[config.mk]
export PLATFORM = sky130hd
export DESIGN_NAME = hafr_back_flat
export DESIGN_NICKNAME = d
export VERILOG_FILES = /design/src/hafr_pkg.sv /design/src/hafr_if.sv /design/src/hafr_back.sv /design/src/flat_wrapper.sv
export SDC_FILE = /design/constraint.sdc
export NUM_CORES = 1
export LEC_CHECK = 0
export BUFFER_PORTS_ARGS = -buffer_cell sky130_fd_sc_hd__buf_2
export CAP_MARGIN = 20
export CORE_UTILIZATION = 47
export DETAILED_ROUTE_END_ITERATION = 10
export PLACE_DENSITY = 0.84
export RECOVER_POWER = 100
export REMOVE_ABC_BUFFERS = 1
export SLEW_MARGIN = 20
export SYNTH_ARGS = -nofsm -noshare
export SYNTH_HDL_FRONTEND = slang
export SYNTH_SLANG_ARGS = --single-unit
[constraint.sdc]
create_clock -name i_clk -period 2 [get_ports i_clk]
set_clock_uncertainty 0.05 [all_clocks]
set_input_delay 0.3 -clock i_clk [delete_from_list [all_inputs] [get_ports i_clk]]
set_output_delay 0.3 -clock i_clk [all_outputs]
set_load 0.02 [all_outputs]
[src/hafr_pkg.sv]
// Package for the async HDLC framer: step codes, config indices, queue entry type, byte
// constants and the FCS-16 byte update. No dependencies.
package hafr_pkg;

    localparam logic [7:0]  FLAG_BYTE = 8'h7E;
    localparam logic [7:0]  ESC_BYTE  = 8'h7D;
    localparam logic [7:0]  ADDR_BYTE = 8'hFF;
    localparam logic [7:0]  CTRL_BYTE = 8'h03;
    localparam logic [7:0]  ESC_XOR   = 8'h20;
    localparam logic [15:0] FCS_POLY  = 16'h8408;
    localparam logic [15:0] FCS_INIT  = 16'hFFFF;

    localparam logic [63:0] MAP0_RESET = 64'h0000_0000_FFFF_FFFF;
    localparam logic [63:0] MAP1_RESET = 64'h6000_0000_0000_0000;
    localparam logic [63:0] MAP2_RESET = 64'h0;
    localparam logic [63:0] MAP3_RESET = 64'h0;

    localparam int CFG_IDX_W = 3;
    localparam int CFG_DAT_W = 64;

    typedef enum logic [CFG_IDX_W-1:0] {
        CFG_MAP0 = 3'd0,
        CFG_MAP1 = 3'd1,
        CFG_MAP2 = 3'd2,
        CFG_MAP3 = 3'd3,
        CFG_CAC  = 3'd4
    } t_cfg_idx;

    // Position of the front sequencer within one input item
    typedef enum logic [2:0] {
        ST_IDLE,
        ST_FLAG,
        ST_ADDR,
        ST_CTRL,
        ST_DATA,
        ST_FCS_LO,
        ST_FCS_HI,
        ST_CLOSE
    } t_step;

    // One queued symbol: unescaped byte plus its handling
    typedef struct packed {
        logic [7:0] line_byte;
        logic       esc;
        logic       run_last;
        logic       frame_done;
    } t_sym;

    // Reflected CRC-16 (0x8408) over one byte, LSB first
    function automatic logic [15:0] fcs_update(input logic [15:0] acc, input logic [7:0] b);
        logic [15:0] a;
        a = acc ^ {8'h00, b};
        for (int i = 0; i < 8; i++) begin
            if (a[0]) begin
                a = (a >> 1) ^ FCS_POLY;
            end else begin
                a = a >> 1;
            end
        end
        return a;
    endfunction

endpackage

[src/hafr_if.sv]


interface hafr_out_if;
    logic       valid;
    logic       ready;
    logic [7:0] line_byte;
    logic       run_last;
    logic       frame_done;

    modport source (output valid, line_byte, run_last, frame_done, input ready);
    modport sink   (input valid, line_byte, run_last, frame_done, output ready);
endinterface


[src/hafr_back.sv]
// Back of the framer: pops symbols, expands escaped ones into two line bytes
// and drives the output register. Depends on hafr_pkg, hafr_if.
module hafr_back
    import hafr_pkg::*;
(
    input  logic        i_clk,
    input  logic        i_rst_n,
    input  logic        i_empty,
    input  t_sym        i_sym,
    output logic        o_pop,
    hafr_out_if.source  o_out
);
    logic       r_valid;
    logic [7:0] r_byte;
    logic       r_last;
    logic       r_done;
    logic       r_pend;
    t_sym       r_hold;

    logic       n_valid;
    logic [7:0] n_byte;
    logic       n_last;
    logic       n_done;
    logic       n_pend;
    logic       load;

    assign load = !r_valid || o_out.ready;

    always_comb begin
        n_valid = r_valid;
        n_byte  = r_byte;
        n_last  = r_last;
        n_done  = r_done;
        n_pend  = r_pend;
        o_pop   = 1'b0;
        if (load) begin
            if (r_pend) begin
                // second half of an escape pair
                n_valid = 1'b1;
                n_byte  = r_hold.line_byte ^ ESC_XOR;
                n_last  = r_hold.run_last;
                n_done  = r_hold.frame_done;
                n_pend  = 1'b0;
            end else if (!i_empty) begin
                o_pop   = 1'b1;
                n_valid = 1'b1;
                if (i_sym.esc) begin
                    n_byte = ESC_BYTE;
                    n_last = 1'b0;
                    n_done = 1'b0;
                    n_pend = 1'b1;
                end else begin
                    n_byte = i_sym.line_byte;
                    n_last = i_sym.run_last;
                    n_done = i_sym.frame_done;
                end
            end else begin
                n_valid = 1'b0;
            end
        end
    end

    always_ff @(posedge i_clk) begin
        if (!i_rst_n) begin
            r_valid <= 1'b0;
            r_pend  <= 1'b0;
        end else begin
            r_valid <= n_valid;
            r_pend  <= n_pend;
        end
    end

    always_ff @(posedge i_clk) begin
        r_byte <= n_byte;
        r_last <= n_last;
        r_done <= n_done;
        if (o_pop) begin
            r_hold <= i_sym;
        end
    end

    assign o_out.valid      = r_valid;
    assign o_out.line_byte  = r_byte;
    assign o_out.run_last   = r_last;
    assign o_out.frame_done = r_done;
endmodule

[src/flat_wrapper.sv]
// flat-port wrapper written by rule: the top's interface ports become plain ports
module hafr_back_flat import hafr_pkg::*;
  (i_clk, i_rst_n, i_empty, i_sym, o_pop, o_out_valid, o_out_line_byte, o_out_run_last, o_out_frame_done, o_out_ready);
  hafr_out_if o_out_i ();
  input  logic i_clk;
  input  logic i_rst_n;
  input  logic i_empty;
  input  t_sym i_sym;
  output logic o_pop;
  output wire logic [$bits(o_out_i.valid)-1:0] o_out_valid;
  output wire logic [$bits(o_out_i.line_byte)-1:0] o_out_line_byte;
  output wire logic [$bits(o_out_i.run_last)-1:0] o_out_run_last;
  output wire logic [$bits(o_out_i.frame_done)-1:0] o_out_frame_done;
  input wire logic [$bits(o_out_i.ready)-1:0] o_out_ready;
  assign o_out_valid = o_out_i.valid;
  assign o_out_line_byte = o_out_i.line_byte;
  assign o_out_run_last = o_out_i.run_last;
  assign o_out_frame_done = o_out_i.frame_done;
  assign o_out_i.ready = o_out_ready;
  hafr_back u_core (.i_clk(i_clk), .i_rst_n(i_rst_n), .i_empty(i_empty), .i_sym(i_sym), .o_pop(o_pop), .o_out(o_out_i));
endmodule
==> results of run 1 <==
[area by class of cell]
| class | instances | share of cell area |
|---|---|---|
| inverters | 2 | 0.00764 |
| well taps | 24 | 0.0306 |
| repair buffers | 28 | 0.116 |
| flip-flops and latches | 22 | 0.652 |
| clock inverters | 1 | 0.00382 |
| multi-input cells | 29 | 0.167 |
| clock buffers | 3 | 0.0229 |
[synthesized netlist by cell type]
master / n
buf_6: 2
a21oi_1: 2
nor2b_1: 1
a22o_1: 1
dfxtp_1: 2
nand4b_1: 1
nor3_1: 2
nand3b_1: 1
a22o_2: 3
buf_2: 1
o21ai_0: 5
edfxtp_1: 20
o31a_1: 1
o31ai_1: 1
nor2_1: 6
inv_1: 2
nand2_1: 5
[stage by stage]
step                      power [uW]  worst slack (ns)  setup TNS (ns)  cell area (um^2)
after floorplan                  620            -0.136           -1.39               812
after global placement           667             0.588               0               987
after detailed placement         671             0.510               0               987
after CTS                        862             0.264               0              1010
after global routing             881            0.0841               0               982
final                            842             0.236               0               982
[flip-flops by register name (all words and copies together) (netlist names)]
signal	count
u_core.o_out.frame_done	1
u_core.o_out.line_byte	8
u_core.o_out.run_last	1
u_core.o_out.valid	1
u_core.r_hold	10
u_core.r_pend	1
[logic make-up (layout without fill, tap and decap cells)]
| logic type | Yosys count | count (layout) | share of synthesized area |
|---|---|---|---|
| AO/OA/AOI/OAI | 13 | 13 | 0.107 |
| AND/OR/NAND/NOR | 16 | 16 | 0.0879 |
| buffers and inverters | 5 | 34 | 0.0417 |
| flip-flops | 22 | 22 | 0.763 |
[worst max-delay path by stage]
stage	from	to
floorplan	u_core.o_out.valid	u_core.r_hold[0]
global placement	u_core.r_pend	u_core.o_out.line_byte[0]
detailed placement	u_core.r_pend	u_core.o_out.line_byte[0]
CTS	u_core.r_pend	o_pop
global route	u_core.r_pend	o_pop
finish	u_core.r_pend	o_pop
[layer usage]
metal,part of all wire,routed length [um],vias to the layer above,GRT usage
met5,0,0,-,0
met4,0.021,29,0,0.109
met3,0.037,50,4,0.0122
met2,0.46,623,19,0.235
met1,0.48,656,240,0.233
li1,-,-,267,-
[power by group]
group          internal, uW  switching, uW  total (uW)
Combinational          30.7           65.7        96.3
Clock                  72.7            118         191
Sequential              542           12.8         554
Total                   645            197         842
==> results.toml, run 1 <==
[critical_path]
start_kind = "flop"
cp_data_required_time_ns = 1.65
critPathKind = "flop to primary output"
arrival_ns = 1.41
path_max_fanout = 22
crit_chain = "nor3_1 > clkbuf_1"
cp.depth = 2
cp-end-kind = "primary output"
r2r-start = "u_core.r_pend"
path_delay_family = "flip-flops"
crit_buf_inv = 1
reg2reg_setup_slack_ns = 0.26
rr_endpoint = "u_core.r_hold[0]"
ff2ff_path_depth = 2
cpMaxStageDelayCell = "dfxtp_1"
critPathMaxStageDelay_ns = 0.52

[worst_hold_path]
min-delay-start = "i_sym[1]"
hold_path_class = "input port to flop"
hold_depth = 1
hold_end = "u_core.r_hold[1]"

[yosys]
ys_seq_area_frac = 0.763
avgSynthCellArea_um2 = 15.0
synthCells = 56
yosysWarnings = 0
ys_ff_latch = 22
synth_cell_type_count = 17
synth_area_leaders = "edfxtp_1 (72%), dfxtp_1 (4.8%), a22o_2 (3.6%), o21ai_0 (3.0%), buf_6 (2.7%)"
yosysTopAreaCell = "edfxtp_1"
yosysTopAreaCellShare = 0.715
syn_area_um2 = 840

[routing]
ant_nets = 0
num_vias = 530
drt-vias-per-instance = 4.86
dr.pass1.iters = 6
wl_per_cell_um = 12.5
drtIter0Drc = 8
wirelength_um = 1360
drc_errors = 0

[clock_tree]
cts_made_buffers = 3
cts_tree = "built"
cts_root_buffer = "clkbuf_4"
postCtsSetupBuffers = 0
cts_resized = 0
cts_max_path_buffers = 2
clkTransAtPathRegs_ns = 0.11
cts_sinks = 22
insertion_delay_ns = 0.30
htree_levels = 1
cts_hold_buf = 0

[floorplan]
die_w_um = 44.3
initial_core_util = 0.527
ios = 27
die_h_um = 44.3
coreArea_um2 = 1590
die_area_um2 = 1960
fp-row-count = 14

[final_layout]
regArea_um2 = 641
nets = 101
antennaDiodeCount = 0
finish.utilization = 0.616
area_growth_pct = 17.0
final-instance-count-excl-fill = 109
multi_input_area_um2 = 164
n_fill_cell = 134
drive_gt1_frac = 0.153
layout_commonest_cell = "clkbuf_1"
final_cell_mix = "clkbuf_1 (21), edfxtp_1 (20), nor2_1 (6), buf_2 (6)"

[global_route]
grt_pass1_wl_um = 2170
antenna_found_initial = 0
track_usage = 0.161
gr-total-overflow = 0
grt_max_degree = 23
grt_pass1_vias = 479

[power]
leakage_uw = 0.000335
power_density_nw_per_um2 = 857
ir_worst_vdd_uv = 543

[timing]
period_needed_ns = 1.76
setup_viol = 0
slew_headroom = 0.586
slew_viol_final = 0
holdWs_ns = 0.142
clock.fmax_mhz = 567
fin_crit_sh = 0.882
tightest_slew_ns = 0.619
finalHoldViolCount = 0
rsz0062_at_grt = "false"

[placement]
gp_congestion = 0.726
placed_cells_incl_taps = 105
port_buffers = 26
dp_hpwl_um = 1020

[job]
drv_cap = 0

[outcome]
status = "complete, no violations"
Note: power is estimated with default switching activity, not from simulation.
==> run 2, diff against run 1 <==
==> constraint.sdc (replaced) <==
create_clock -name i_clk -period 1.98 [get_ports i_clk]
set_clock_uncertainty 0.05 [all_clocks]
set_input_delay 0.297 -clock i_clk [delete_from_list [all_inputs] [get_ports i_clk]]
set_output_delay 0.297 -clock i_clk [all_outputs]
set_load 0.02 [all_outputs]
==> results.toml, run 2 (synthesis results as in run 1) <==
[timing]
slew_viol_final = 0
slew_headroom = 0.579
holdWs_ns = 0.139
finalHoldViolCount = 0
rsz0062_at_grt = "false"
setup_viol = 0
period_needed_ns = 1.76
fin_crit_sh = 0.889
tightest_slew_ns = 0.630
clock.fmax_mhz = 568

[floorplan]
ios = 27
fp-row-count = 14
coreArea_um2 = 1590
die_w_um = 44.3
initial_core_util = 0.527
die_area_um2 = 1960
die_h_um = 44.3

[routing]
dr.pass1.iters = 6
wirelength_um = 1320
num_vias = 528
drtIter0Drc = 14
drt-vias-per-instance = 4.84
ant_nets = 0
wl_per_cell_um = 12.1
drc_errors = 0

[clock_tree]
cts_sinks = 22
cts_made_buffers = 3
cts_resized = 0
cts_hold_buf = 0
postCtsSetupBuffers = 0
clkTransAtPathRegs_ns = 0.12
cts_root_buffer = "clkbuf_4"
cts_tree = "built"
cts_max_path_buffers = 2
insertion_delay_ns = 0.29
htree_levels = 1

[global_route]
grt_pass1_vias = 442
met3_usage = 0.0245
met2_usage = 0.215
antenna_found_initial = 0
gr-total-overflow = 0
met1_usage = 0.242
busiest_layer = "met1"
track_usage = 0.156
grt_pass1_wl_um = 2140
grt_max_degree = 23

[placement]
gp_congestion = 0.730
placed_cells_incl_taps = 105
dp_hpwl_um = 990
port_buffers = 26

[power]
p_comb_frac = 0.098
ir_worst_vdd_uv = 511
internal_power_uw = 782
power_frac_seq = 0.567
power_density_nw_per_um2 = 980
clkPwrFrac = 0.335
leakage_uw = 0.000348
switchingPower_uw = 206
power_switching_share = 0.208

[critical_path]
cp_data_required_time_ns = 1.63
crit_chain = "nor3_1 > clkbuf_1"
cpMaxStageDelayCell = "dfxtp_1"
rr_endpoint = "u_core.r_hold[1]"
arrival_ns = 1.41
ff2ff_path_depth = 2
path_max_fanout = 22
start_kind = "flop"
critPathKind = "flop to primary output"
critPathMaxStageDelay_ns = 0.53
r2r-start = "u_core.r_pend"
crit_buf_inv = 1
path_delay_family = "flip-flops"
cp-end-kind = "primary output"
reg2reg_setup_slack_ns = 0.28

[outcome]
status = "complete, no violations"

[worst_hold_path]
min-delay-start = "i_sym[6]"
hold_depth = 1
hold_path_class = "input port to flop"
hold_end = "u_core.r_hold[6]"

[final_layout]
n_fill_cell = 134
largest_register_ffs = 10
final-instance-count-excl-fill = 109
area_growth_pct = 20.1
antennaDiodeCount = 0
layout_commonest_cell = "clkbuf_1"
final_cell_mix = "clkbuf_1 (21), edfxtp_1 (20), nor2_1 (6), buf_2 (6)"
regMostFlops = "u_core.r_hold"
drive_gt1_frac = 0.165
nets = 101

[job]
drv_cap = 0
## run 2: cell types whose count changed in the layout (fill, tap and decap cells not counted), sizes merged
cell	change
bufinv	+1
clkinv	-1
## run 2: worst max-delay path by stage
| stage | endpoint | startpoint | cells after the start |
|---|---|---|---|
| after global routing | o_pop | u_core.r_pend | 2 |
| after global placement | u_core.o_out.line_byte[0] | u_core.r_pend | 3 |
| after CTS | o_pop | u_core.r_pend | 2 |
| final | o_pop | u_core.r_pend | 2 |
| after detailed placement | u_core.o_out.line_byte[0] | u_core.r_pend | 3 |
| after floorplan | u_core.r_hold[0] | u_core.o_out.valid | 2 |
## run 2: area by class of cell
| cell class | count | area, um^2 | area share |
|---|---|---|---|
| clock inverter | 1 | 30.0 | 0.0298 |
| multi-input combinational | 29 | 164 | 0.163 |
| clock buffer | 3 | 22.5 | 0.0223 |
| inverter | 2 | 7.51 | 0.00744 |
| sequential | 22 | 641 | 0.635 |
| timing repair buffer | 28 | 114 | 0.113 |
| tap | 24 | 30.0 | 0.0298 |
## run 2: metal layers
metal	part of all wire	vias to the layer above	wire length (um)
li1	-	269	-
met1	0.51	242	678
met2	0.45	17	594
met3	0.038	0	50
met4	0	0	0
met5	0	-	0
## run 2: per-stage QoR
step	power [uW]	area [um^2]	utilization	worst slack, ns	TNS [ns]
floorplan	626	812	-	-0.156	-1.60
global placement	674	987	0.619	0.568	0
detailed placement	677	987	0.619	0.470	0
CTS	1000	1040	0.652	0.254	0
global route	1020	1010	0.633	0.128	0
finish	988	1010	0.633	0.219	0
## run 2: worst register-to-register path, stage by stage, from the launching register on
cell,delay (ns)
dfxtp_1,0.53
nor3_1,0.32
clkbuf_1,0.46
## run 2: power groups by stage
| stage | clock, uW | sequential [uW] | combinational [uW] |
|---|---|---|---|
| after floorplan | 0 | 594 | 32.8 |
| after global placement | 0 | 569 | 105 |
| after detailed placement | 0 | 570 | 107 |
| after CTS | 336 | 559 | 108 |
| after global routing | 355 | 564 | 106 |
| final | 331 | 560 | 97.2 |
