### config.mk
export PLATFORM = sky130hd
export DESIGN_NAME = hafr_fifo
export DESIGN_NICKNAME = d
export VERILOG_FILES = /design/src/hafr_pkg.sv /design/src/hafr_fifo.sv
export SDC_FILE = /design/constraint.sdc
export NUM_CORES = 1
export LEC_CHECK = 0
export ABC_CLOCK_PERIOD_IN_PS = 1480
export BUFFER_PORTS_ARGS = -buffer_cell sky130_fd_sc_hd__buf_2
export CELL_PAD_IN_SITES_DETAIL_PLACEMENT = 0
export CELL_PAD_IN_SITES_GLOBAL_PLACEMENT = 1
export CORE_ASPECT_RATIO = 1.1
export CORE_MARGIN = 3
export CORE_UTILIZATION = 25
export CTS_CLUSTER_SIZE = 20
export DETAILED_ROUTE_END_ITERATION = 7
export MAX_ROUTING_LAYER = met4
export PLACE_DENSITY_LB_ADDON = 0.12
export SYNTH_ARGS = -nofsm -noshare
export SYNTH_HDL_FRONTEND = slang
export SYNTH_SLANG_ARGS = --single-unit
### constraint.sdc
create_clock -name i_clk -period 1.48 [get_ports i_clk]
set_clock_uncertainty 0.15 [all_clocks]
set_input_delay 0 -clock i_clk [delete_from_list [all_inputs] [get_ports i_clk]]
set_output_delay 0 -clock i_clk [all_outputs]
set_load 0.005 [all_outputs]
### src/hafr_pkg.sv
// Package for the async HDLC framer: step codes, config indices, queue entry type, byte
// constants and the FCS-16 byte update. No dependencies.
package hafr_pkg;

    localparam logic [7:0]  FLAG_BYTE = 8'h7E;
    localparam logic [7:0]  ESC_BYTE  = 8'h7D;
    localparam logic [7:0]  ADDR_BYTE = 8'hFF;
    localparam logic [7:0]  CTRL_BYTE = 8'h03;
    localparam logic [7:0]  ESC_XOR   = 8'h20;
    localparam logic [15:0] FCS_POLY  = 16'h8408;
    localparam logic [15:0] FCS_INIT  = 16'hFFFF;

    localparam logic [63:0] MAP0_RESET = 64'h0000_0000_FFFF_FFFF;
    localparam logic [63:0] MAP1_RESET = 64'h6000_0000_0000_0000;
    localparam logic [63:0] MAP2_RESET = 64'h0;
    localparam logic [63:0] MAP3_RESET = 64'h0;

    localparam int CFG_IDX_W = 3;
    localparam int CFG_DAT_W = 64;

    typedef enum logic [CFG_IDX_W-1:0] {
        CFG_MAP0 = 3'd0,
        CFG_MAP1 = 3'd1,
        CFG_MAP2 = 3'd2,
        CFG_MAP3 = 3'd3,
        CFG_CAC  = 3'd4
    } t_cfg_idx;

    // Position of the front sequencer within one input item
    typedef enum logic [2:0] {
        ST_IDLE,
        ST_FLAG,
        ST_ADDR,
        ST_CTRL,
        ST_DATA,
        ST_FCS_LO,
        ST_FCS_HI,
        ST_CLOSE
    } t_step;

    // One queued symbol: unescaped byte plus its handling
    typedef struct packed {
        logic [7:0] line_byte;
        logic       esc;
        logic       run_last;
        logic       frame_done;
    } t_sym;

    // Reflected CRC-16 (0x8408) over one byte, LSB first
    function automatic logic [15:0] fcs_update(input logic [15:0] acc, input logic [7:0] b);
        logic [15:0] a;
        a = acc ^ {8'h00, b};
        for (int i = 0; i < 8; i++) begin
            if (a[0]) begin
                a = (a >> 1) ^ FCS_POLY;
            end else begin
                a = a >> 1;
            end
        end
        return a;
    endfunction

endpackage

### src/hafr_fifo.sv
// Small register queue of framer symbols between front and back.
// Depends on hafr_pkg for t_sym.
module hafr_fifo
    import hafr_pkg::*;
#(
    parameter int DEPTH = 4
) (
    input  logic i_clk,
    input  logic i_rst_n,
    input  logic i_push,
    input  t_sym i_sym,
    output logic o_full,
    input  logic i_pop,
    output t_sym o_sym,
    output logic o_empty
);
    localparam int AW = (DEPTH > 1) ? $clog2(DEPTH) : 1;
    localparam int CW = $clog2(DEPTH + 1);
    localparam logic [AW-1:0] LAST_PTR = AW'(DEPTH - 1);
    localparam logic [CW-1:0] DEPTH_C  = CW'(DEPTH);

    t_sym          r_mem [DEPTH];
    logic [AW-1:0] r_wr;
    logic [AW-1:0] r_rd;
    logic [CW-1:0] r_count;

    assign o_full  = (r_count == DEPTH_C);
    assign o_empty = (r_count == '0);
    assign o_sym   = r_mem[r_rd];

    always_ff @(posedge i_clk) begin
        if (i_push) begin
            r_mem[r_wr] <= i_sym;
        end
    end

    always_ff @(posedge i_clk) begin
        if (!i_rst_n) begin
            r_wr    <= '0;
            r_rd    <= '0;
            r_count <= '0;
        end else begin
            if (i_push) begin
                r_wr <= (r_wr == LAST_PTR) ? '0 : r_wr + 1'b1;
            end
            if (i_pop) begin
                r_rd <= (r_rd == LAST_PTR) ? '0 : r_rd + 1'b1;
            end
            if (i_push && !i_pop) begin
                r_count <= r_count + 1'b1;
            end else if (!i_push && i_pop) begin
                r_count <= r_count - 1'b1;
            end
        end
    end
endmodule

==> flow_summary.json, run 1 <==
{
  "synth-seq-area-share_pct": 73.3,
  "cts_buffer_depth": 2,
  "drc": 0,
  "grt.total_usage_pct": 9.20,
  "drive_gt1_share_pct": 40.6,
  "min_period_ps": 1630,
  "violations": "negative setup slack",
  "cts_tree": "built",
  "cts-root-buf": "clkbuf_8",
  "critPathLaunchType": "flop",
  "grt-ovfl-total": 0,
  "cpPeakStageDelay_ps": 500,
  "whs_ps": 89.9,
  "finalSetupViolCount": 12,
  "boundaryPins": 28,
  "crit_chain": "buf_12, mux4_2, buf_2",
  "avgRoutedWirePerCell_um": 13.8,
  "utilization_pct": 35.3,
  "syn_area_per_cell_um2": 20.3,
  "vias": 1089,
  "holdPathStages": 4,
  "fp.dieArea_um2": 9310,
  "place_inst": 246,
  "worstPathArrival_ps": 1480,
  "hpwlAfterDp_um": 2510,
  "crit_family": "multiplexers",
  "cp_slowest_cell": "mux4_2",
  "syn_nets": 123,
  "syn_inst": 101,
  "ys_types": 21,
  "fmax_mhz": 615,
  "fin_cells": 270,
  "rrSetupSlack_ps": -30,
  "rr_worst_depth": 4,
  "start_util_pct": 26.5,
  "cts.sinks": 53,
  "status": "complete, but fails checks",
  "wl_um": 3720,
  "r2r-end": "r_count[2]$_SDFFE_PN0P_",
  "wl_met2_um": 2000,
  "grt_pass1_wl_um": 6200,
  "cp.buffers_inverters": 2,
  "worst_slew_pin_slew_ps": 324,
  "holdPathEnd": "r_count[1]$_SDFFE_PN0P_",
  "core-area_um2": 7720,
  "htree_levels": 2,
  "powerDensity_nw_per_um2": 1140,
  "post_cts_buffers": 0,
  "holdCritPathClass": "in2reg",
  "slew_violations": 0,
  "critical_path_class": "reg2out",
  "antenna_found_initial": 0,
  "max_cap_violations": 0,
  "die_w_um": 92.3,
  "peakVddDrop_uv": 483,
  "crit_fanout": 6,
  "io_buffers": 27,
  "rsz0062_at_grt": "true",
  "routed_via_density": 4.03,
  "clkTransAtPathRegs_ps": 90,
  "slew-limit-headroom_pct": 78.4,
  "finish.net_count": 186,
  "place.gp.congestion": 0.756,
  "finalCritPeriodShare_pct": 110,
  "yosysWarningCount": 0,
  "grt_max_degree": 17,
  "drt-pass1-iter-count": 4,
  "drt_iter0_drc": 52,
  "cp-end-kind": "output port",
  "r2r-start": "r_count[1]$_SDFFE_PN0P_",
  "antennaDiodeCount": 0,
  "worst_slack_ps": -146,
  "wl_met3_um": 139,
  "finalHoldViolCount": 0,
  "fp.dieH_um": 101,
  "ys_seq_elements": 53,
  "drtAntennaViolNets": 0,
  "cp_data_required_time_ps": 1330,
  "dpl_cell_area_um2": 2430,
  "area_growth_syn_to_layout_pct": 33.3,
  "first_global_vias": 1241,
  "netlist_area_um2": 2050,
  "num_rows": 33,
  "wl_met1_um": 1520,
  "hold_start": "i_push",
  "cts_made_buffers": 5,
  "stdcell_area_um2": 2730,
  "clkLatencyLatePin_ps": 300,
  "p_leak_nw": 0.997,
  "top_layer_used": "met4"
}
==> registers in the layout, summed over array words and instances, names as in the netlist, named ones only <==
name and cells:
r_mem 44, r_count 3, r_rd 2, r_wr 2
==> cells in the mapped netlist <==
cell type	n	share of area (%)
nor2_1	1	0.18
edfxtp_1	44	65
a21boi_1	1	0.37
nor2b_1	5	1.5
inv_1	4	0.73
ha_1	6	3.7
nor3b_1	1	0.37
buf_6	1	0.55
mux4_2	10	11
and2_1	5	1.5
mux2i_1	4	2.0
xor2_1	1	0.43
fa_1	1	0.98
o21a_1	1	0.37
o21ai_0	1	0.24
mux4_1	1	1.3
nor3_1	2	0.49
or3_1	1	0.31
buf_2	1	0.24
dfxtp_1	9	8.8
xnor2_1	1	0.43
==> kinds of logic after synthesis <==
| logic type | synth area share, % |
|---|---|
| muxes | 14.2 |
| DFF | 73.3 |
| xor gates and xnor gates | 0.856 |
| and+or+nand+nor | 4.40 |
| adders and majority gates | 4.65 |
| buffers and inverters | 1.53 |
| AOI/OAI and AO/OA | 0.978 |
==> what timing repair did <==
item	4_1_cts	5_1_grt
endpoints found under the setup margin	23	26
hold endpoints to repair	53	0
pin swaps	1	2
hold buffers	15	0
resized for setup	5	4
gates cloned	1	0
==> cell usage in the layout, fill, tap and decap left out, types with 4 or more instances in the layout <==
cell / netlist / layout
nor2b_1: 5 / 5
dlygate4sd3_1: 0 / 15
mux4_2: 10 / 11
clkbuf_8: 0 / 5
buf_4: 0 / 12
mux2i_1: 4 / 4
edfxtp_1: 44 / 44
dfxtp_1: 9 / 6
ha_1: 6 / 6
buf_2: 1 / 27
inv_1: 4 / 4
==> power by group <==
group          total [mW]  switching, mW  internal, mW
combinational       0.418          0.175         0.243
clock               0.951          0.443         0.508
sequential           1.73         0.0320          1.70
==> stage by stage <==
step | TNS, ps | power (mW) | setup slack [ps]
floorplan | 0 | 1.96 | 0.531
global placement | -720 | 2.13 | -63.4
detailed placement | -1130 | 2.15 | -105
CTS | -1770 | 3.15 | -184
global route | -2080 | 3.27 | -199
finish | -1370 | 3.10 | -146
==> worst register-to-register path, cell delays in order, from the launching register on <==
cell	delay, ps
dfxtp_2	340
fa_2	350
xor2_1	150
or3_1	310
a21boi_1	140
==> routing by layer <==
metal / vias to the layer above / track usage, %
met5: - / -
met4: 0 / 3.43
met3: 6 / 2.32
met2: 24 / 16.1
met1: 543 / 10.2
li1: 516 / -
==> cell type report <==
type / instances / area (um2)
Fill cell: 738 / 4990
Multi-Input combinational cell: 42 / 517
Sequential cell: 53 / 1510
Inverter: 4 / 15.0
Clock buffer: 6 / 72.6
Timing Repair Buffer: 58 / 445
Tap cell: 105 / 131
Clock inverter: 2 / 38.8
==> worst max path at each step <==
| stage | start | cells after the start | to |
|---|---|---|---|
| global route | flop | 3 | o_sym[0] |
| floorplan | r_count[0]$_SDFFE_PN0P_ | 4 | r_count[2]$_SDFFE_PN0P_ |
| finish | flop | 3 | o_sym[3] |
| CTS | flop | 3 | o_sym[0] |
| detailed placement | i_pop | 8 | r_count[2]$_SDFFE_PN0P_ |
| global placement | r_wr[1]$_SDFFE_PN0P_ | 3 | r_mem[1][1]$_DFFE_PP_ |
Note: power is estimated with default switching activity, not from simulation.
==> inputs of run 2 (changes only) <==
--- a/config.mk
+++ b/config.mk
@@ -9,9 +9,9 @@
 export BUFFER_PORTS_ARGS = -buffer_cell sky130_fd_sc_hd__buf_2
 export CELL_PAD_IN_SITES_DETAIL_PLACEMENT = 0
 export CELL_PAD_IN_SITES_GLOBAL_PLACEMENT = 1
-export CORE_ASPECT_RATIO = 1.1
 export CORE_MARGIN = 3
-export CORE_UTILIZATION = 25
+export CORE_UTILIZATION = 43
+export CTS_CLUSTER_DIAMETER = 150
 export CTS_CLUSTER_SIZE = 20
 export DETAILED_ROUTE_END_ITERATION = 7
 export MAX_ROUTING_LAYER = met4
==> run 2 against run 1 <==
Effect of this change:
- the run still ends with negative setup slack left
- die area down 40%
- design area fell by 4.8%
- via count shrank 3.8%
- critical endpoint is now o_sym[6]
- combinational power decreased by 4.8%
- sequential cell count unchanged
- highest routed layer unchanged
==> flow_summary.json, run 2 (synthesized netlist as in run 1, its figures left out) <==
{
  "worst_slack_ps": -142,
  "finalCritPeriodShare_pct": 110,
  "r2r-end": "r_count[2]$_SDFFE_PN0P_",
  "grt_pass1_wl_um": 5280,
  "slew-limit-headroom_pct": 79.5,
  "die_w_um": 75.0,
  "slew_violations": 0,
  "fp.dieArea_um2": 5620,
  "worst_slew_pin_slew_ps": 308,
  "cts_made_buffers": 5,
  "cts.sinks": 53,
  "fp.dieH_um": 75.0,
  "layout_common_cells": "edfxtp_1 (44), buf_2 (27), dlygate4sd3_1 (14)",
  "p_leak_nw": 0.961,
  "final_common_cell": "edfxtp_1",
  "first_global_vias": 1125,
  "largest_register_ffs": 44,
  "clkTransAtPathRegs_ps": 80,
  "wl_um": 3310,
  "peakVddDrop_uv": 553,
  "regMostFlops": "r_mem",
  "antenna_found_initial": 0,
  "area_growth_syn_to_layout_pct": 26.8,
  "clkLatencyLatePin_ps": 290,
  "cp-end-kind": "output port",
  "crit_fanout": 6,
  "io_buffers": 27,
  "finalHoldViolCount": 0,
  "setup_tns_ps": -1300,
  "holdCritPathClass": "in2reg",
  "cp_data_required_time_ps": 1330,
  "drt-pass1-iter-count": 4,
  "drtAntennaViolNets": 0,
  "avgRoutedWirePerCell_um": 15.6,
  "vias": 1048,
  "grt_max_degree": 16,
  "max_cap_violations": 0,
  "critical_path_class": "reg2out",
  "finish.net_count": 181,
  "min_period_ps": 1620,
  "place_inst": 189,
  "cts_tree": "built",
  "rrSetupSlack_ps": 0,
  "critPathLaunchType": "flop",
  "place_ws_ps": -86.1,
  "fmax_mhz": 617,
  "grt-ovfl-total": 0,
  "num_rows": 24,
  "r2r-start": "r_count[1]$_SDFFE_PN0P_",
  "place.gp.congestion": 0.676,
  "hpwlAfterDp_um": 2220,
  "status": "complete, but fails checks",
  "worstPathArrival_ps": 1470,
  "fin_cells": 212,
  "powerDensity_nw_per_um2": 1100,
  "routed_via_density": 4.94,
  "rsz0062_at_grt": "true",
  "rr_worst_depth": 4,
  "endpoint": "o_sym[6]",
  "antennaDiodeCount": 0,
  "violations": "negative setup slack",
  "drc": 0,
  "grt.total_usage_pct": 13.8,
  "post_cts_buffers": 0,
  "cts-root-buf": "clkbuf_8",
  "core-area_um2": 4470,
  "cts_buffer_depth": 2,
  "largestRegisters": "r_mem: 44 flops, r_count: 3 flops",
  "drive_gt1_share_pct": 39.4,
  "htree_levels": 2,
  "start_util_pct": 45.7,
  "boundaryPins": 28,
  "finalSetupViolCount": 11,
  "drt_iter0_drc": 55
}
run 2: changes by cell type in the layout (fill, tap and decap cells not counted), sizes merged:
| cell | change |
|---|---|
| dlygate4sd3 | -1 |
| clkbuf | -1 |
| clkinv | +2 |
| buf | -4 |
| bufinv | -1 |
run 2: worst min-delay path by stage:
| stage | end | slack, ps | cells past startpoint | from |
|---|---|---|---|---|
| after floorplan | r_mem[0][0]$_DFFE_PP_ | -50 | 0 | i_sym[0] |
| after CTS | r_count[1]$_SDFFE_PN0P_ | 60 | 4 | i_push |
| after global routing | r_count[2]$_SDFFE_PN0P_ | 90 | 4 | i_push |
| after global placement | r_mem[3][6]$_DFFE_PP_ | 60 | 1 | i_sym[6] |
| after detailed placement | r_mem[3][5]$_DFFE_PP_ | 70 | 1 | i_sym[5] |
| final | r_count[1]$_SDFFE_PN0P_ | 60 | 4 | i_push |
run 2: final cells by class:
class                           instances  area, um2
Clock buffer                            5       68.8
Sequential cell                        53       1510
Multi-Input combinational cell         42        517
Clock inverter                          3       12.5
Inverter                                4       15.0
Timing Repair Buffer                   53        410
Fill cell                             353       1880
Tap cell                               52       65.1
run 2: critical path, cell delays in order (launching register included):
cell,delay (ps)
dfxtp_4,400
buf_12,140
mux4_2,500
buf_2,140
run 2: where the power goes:
group          switching [mW]  total (mW)  leakage, nW  internal (mW)
Combinational           0.166       0.398        0.438          0.231
Clock                   0.415       0.733       0.0430          0.319
Sequential             0.0342        1.73        0.480           1.70
run 2: metrics by stage:
step	hold WS (ps)	util, %	area, um2	total power [mW]
after floorplan	-51.1	-	2050	1.96
after global placement	61.4	52.3	2340	2.12
after global routing	86.1	58.0	2600	3.01
after CTS	62.9	58.0	2600	2.91
final	63.8	58.0	2600	2.86
after detailed placement	70.8	52.3	2340	2.13
run 2: layer usage:
layer | part of all wire, % | wire (um) | global-route usage, % | up-vias
li1 | - | - | - | 509
met1 | 38 | 1240 | 15.2 | 505
met2 | 55 | 1840 | 23.5 | 27
met3 | 5.1 | 168 | 3.87 | 7
met4 | 1.8 | 60 | 5.34 | 0
met5 | 0 | 0 | - | -
run 2: what timing repair did:
| action | 4_1_cts | 5_1_grt |
|---|---|---|
| cloned | 1 | 0 |
| hold endpoints to repair | 53 | 0 |
| pin swaps | 2 | 0 |
| hold buffers | 14 | 0 |
| resized for setup | 8 | 0 |
| endpoints found under the setup margin | 45 | 12 |
==> inputs of run 3 (changes only) <==
--- a/config.mk
+++ b/config.mk
@@ -5,15 +5,13 @@
 export SDC_FILE = /design/constraint.sdc
 export NUM_CORES = 1
 export LEC_CHECK = 0
-export ABC_CLOCK_PERIOD_IN_PS = 1480
 export BUFFER_PORTS_ARGS = -buffer_cell sky130_fd_sc_hd__buf_2
-export CELL_PAD_IN_SITES_DETAIL_PLACEMENT = 0
-export CELL_PAD_IN_SITES_GLOBAL_PLACEMENT = 1
 export CORE_MARGIN = 3
-export CORE_UTILIZATION = 43
+export CORE_UTILIZATION = 50
 export CTS_CLUSTER_DIAMETER = 150
 export CTS_CLUSTER_SIZE = 20
 export DETAILED_ROUTE_END_ITERATION = 7
+export GPL_TIMING_DRIVEN = 0
 export MAX_ROUTING_LAYER = met4
 export PLACE_DENSITY_LB_ADDON = 0.12
 export SYNTH_ARGS = -nofsm -noshare
==> run 3 against run 2 <==
Effect of this change:
- routed wire length increased by 2.4%
- global-route usage is 1.7 points higher
- the run still ends with negative setup slack left
- combinational power decreased by 2%
- clock power grew 29%
- power up 7.3%
- sequential share of layout area is 0.67 points higher
- fmax is 1.2% higher
==> flow_summary.json, run 3 (synthesized netlist as in run 1, its figures left out) <==
{
  "largest_register_ffs": 44,
  "io_buffers": 27,
  "area_growth_syn_to_layout_pct": 25.9,
  "fp.dieArea_um2": 4900,
  "finalHoldViolCount": 0,
  "worstPathArrival_ps": 1450,
  "peakVddDrop_uv": 707,
  "cp-end-kind": "output port",
  "slew_violations": 0,
  "drt-pass1-iter-count": 4,
  "cts-root-buf": "clkbuf_8",
  "drtAntennaViolNets": 0,
  "finalSetupViolCount": 12,
  "dpl_cell_area_um2": 2250,
  "antennaDiodeCount": 0,
  "vias": 1042,
  "clkTransAtPathRegs_ps": 80,
  "routed_via_density": 5.16,
  "powerDensity_nw_per_um2": 1190,
  "clkLatencyLatePin_ps": 290,
  "violations": "negative setup slack",
  "drc": 0,
  "worst_slack_ps": -123,
  "crit_fanout": 5,
  "place.gp.congestion": 0.639,
  "critical_path_class": "reg2out",
  "antenna_found_initial": 0,
  "die_w_um": 70.0,
  "max_cap_violations": 0,
  "first_global_vias": 1099,
  "cts.sinks": 53,
  "core-area_um2": 3800,
  "htree_levels": 2,
  "wl_um": 3390,
  "status": "complete, but fails checks",
  "final_common_cell": "edfxtp_1",
  "cts_made_buffers": 5,
  "worst_slew_pin_slew_ps": 311,
  "grt_pass1_wl_um": 5410,
  "fp.dieH_um": 70.0,
  "grt_max_degree": 17,
  "finalCritPeriodShare_pct": 108,
  "cts_tree": "built",
  "stdcell_area_um2": 2580,
  "num_rows": 22,
  "p_leak_nw": 0.944,
  "rsz0062_at_grt": "true",
  "cp_data_required_time_ps": 1330,
  "holdCritPathClass": "in2reg",
  "cts_buffer_depth": 2,
  "layout_common_cells": "edfxtp_1 (44), buf_2 (26), dlygate4sd3_1 (14)",
  "whs_ps": 11.5,
  "place_ws_ps": -178,
  "fmax_mhz": 624,
  "avgRoutedWirePerCell_um": 16.8,
  "boundaryPins": 28,
  "slew-limit-headroom_pct": 79.2,
  "drt_iter0_drc": 52,
  "critPathLaunchType": "flop",
  "largestRegisters": "r_mem: 44 flops, r_count: 3 flops",
  "grt-ovfl-total": 0,
  "grt.total_usage_pct": 15.4,
  "regMostFlops": "r_mem",
  "utilization_pct": 67.9,
  "drive_gt1_share_pct": 39.0,
  "min_period_ps": 1600,
  "finish.net_count": 175,
  "start_util_pct": 53.9,
  "fillCellCount": 277
}
-- run 3: changes by cell type in the layout (fill, tap and decap cells not counted), sizes merged --
cell and delta:
clkinv -2, clkbuf +3, buf -8, bufinv +1
-- run 3: worst paths after layout --
kind                      startpoint                       to  slack [ps]  depth (start not counted)
min                            i_pop                     flop          10                          4
min reg2reg  r_count[2]$_SDFFE_PN0P_  r_count[2]$_SDFFE_PN0P_         350                          2
max                             flop                 o_sym[8]        -120                          3
max reg2reg  r_count[1]$_SDFFE_PN0P_  r_count[2]$_SDFFE_PN0P_         -40                          4
-- run 3: area by class of cell --
type / instances / area (um2) / share of cell area [%]
multi-input combinational: 42 / 520 / 20.2
inverter: 4 / 15.0 / 0.583
timing repair buffer: 45 / 329 / 12.8
clock inverter: 2 / 38.8 / 1.50
tap: 48 / 60.1 / 2.33
sequential: 53 / 1510 / 58.7
clock buffer: 6 / 72.6 / 2.82
buffer: 2 / 27.5 / 1.07
-- run 3: worst max-delay path: stages, from the launching register on --
cell and delay [ps]:
dfxtp_4 390, clkbuf_16 160, mux4_2 480, buf_2 140
-- run 3: power by group --
group / switching, mW / internal [mW] / total (mW) / leakage, nW
Combinational: 0.166 / 0.224 / 0.389 / 0.408
Clock: 0.438 / 0.508 / 0.946 / 0.0554
Sequential: 0.0367 / 1.70 / 1.74 / 0.481
Total: 0.641 / 2.43 / 3.07 / 0.944
-- run 3: per-layer routing --
| metal | wire, um | GRT usage, % |
|---|---|---|
| met1 | 1350 | 17.0 |
| met2 | 1880 | 26.9 |
| met3 | 149 | 4.46 |
| met4 | 18 | 5.11 |
| met5 | 0 | - |
-- run 3: through the flow --
step	setup TNS (ps)	std cells	total power, mW
CTS	-1340	201	3.08
finish	-1250	202	3.07
detailed placement	-6280	176	2.09
floorplan	0	101	1.96
global route	-1950	202	3.22
global placement	-5330	176	2.07
-- run 3: repair_timing --
| item | 4_1_cts | 5_1_grt |
|---|---|---|
| buffers inserted | 3 | 0 |
| resized for setup | 11 | 6 |
| pin swaps | 2 | 0 |
| setup endpoints to repair | 56 | 37 |
| hold endpoints to repair | 53 | 0 |
| hold buffers | 14 | 0 |
| cloned | 0 | 1 |
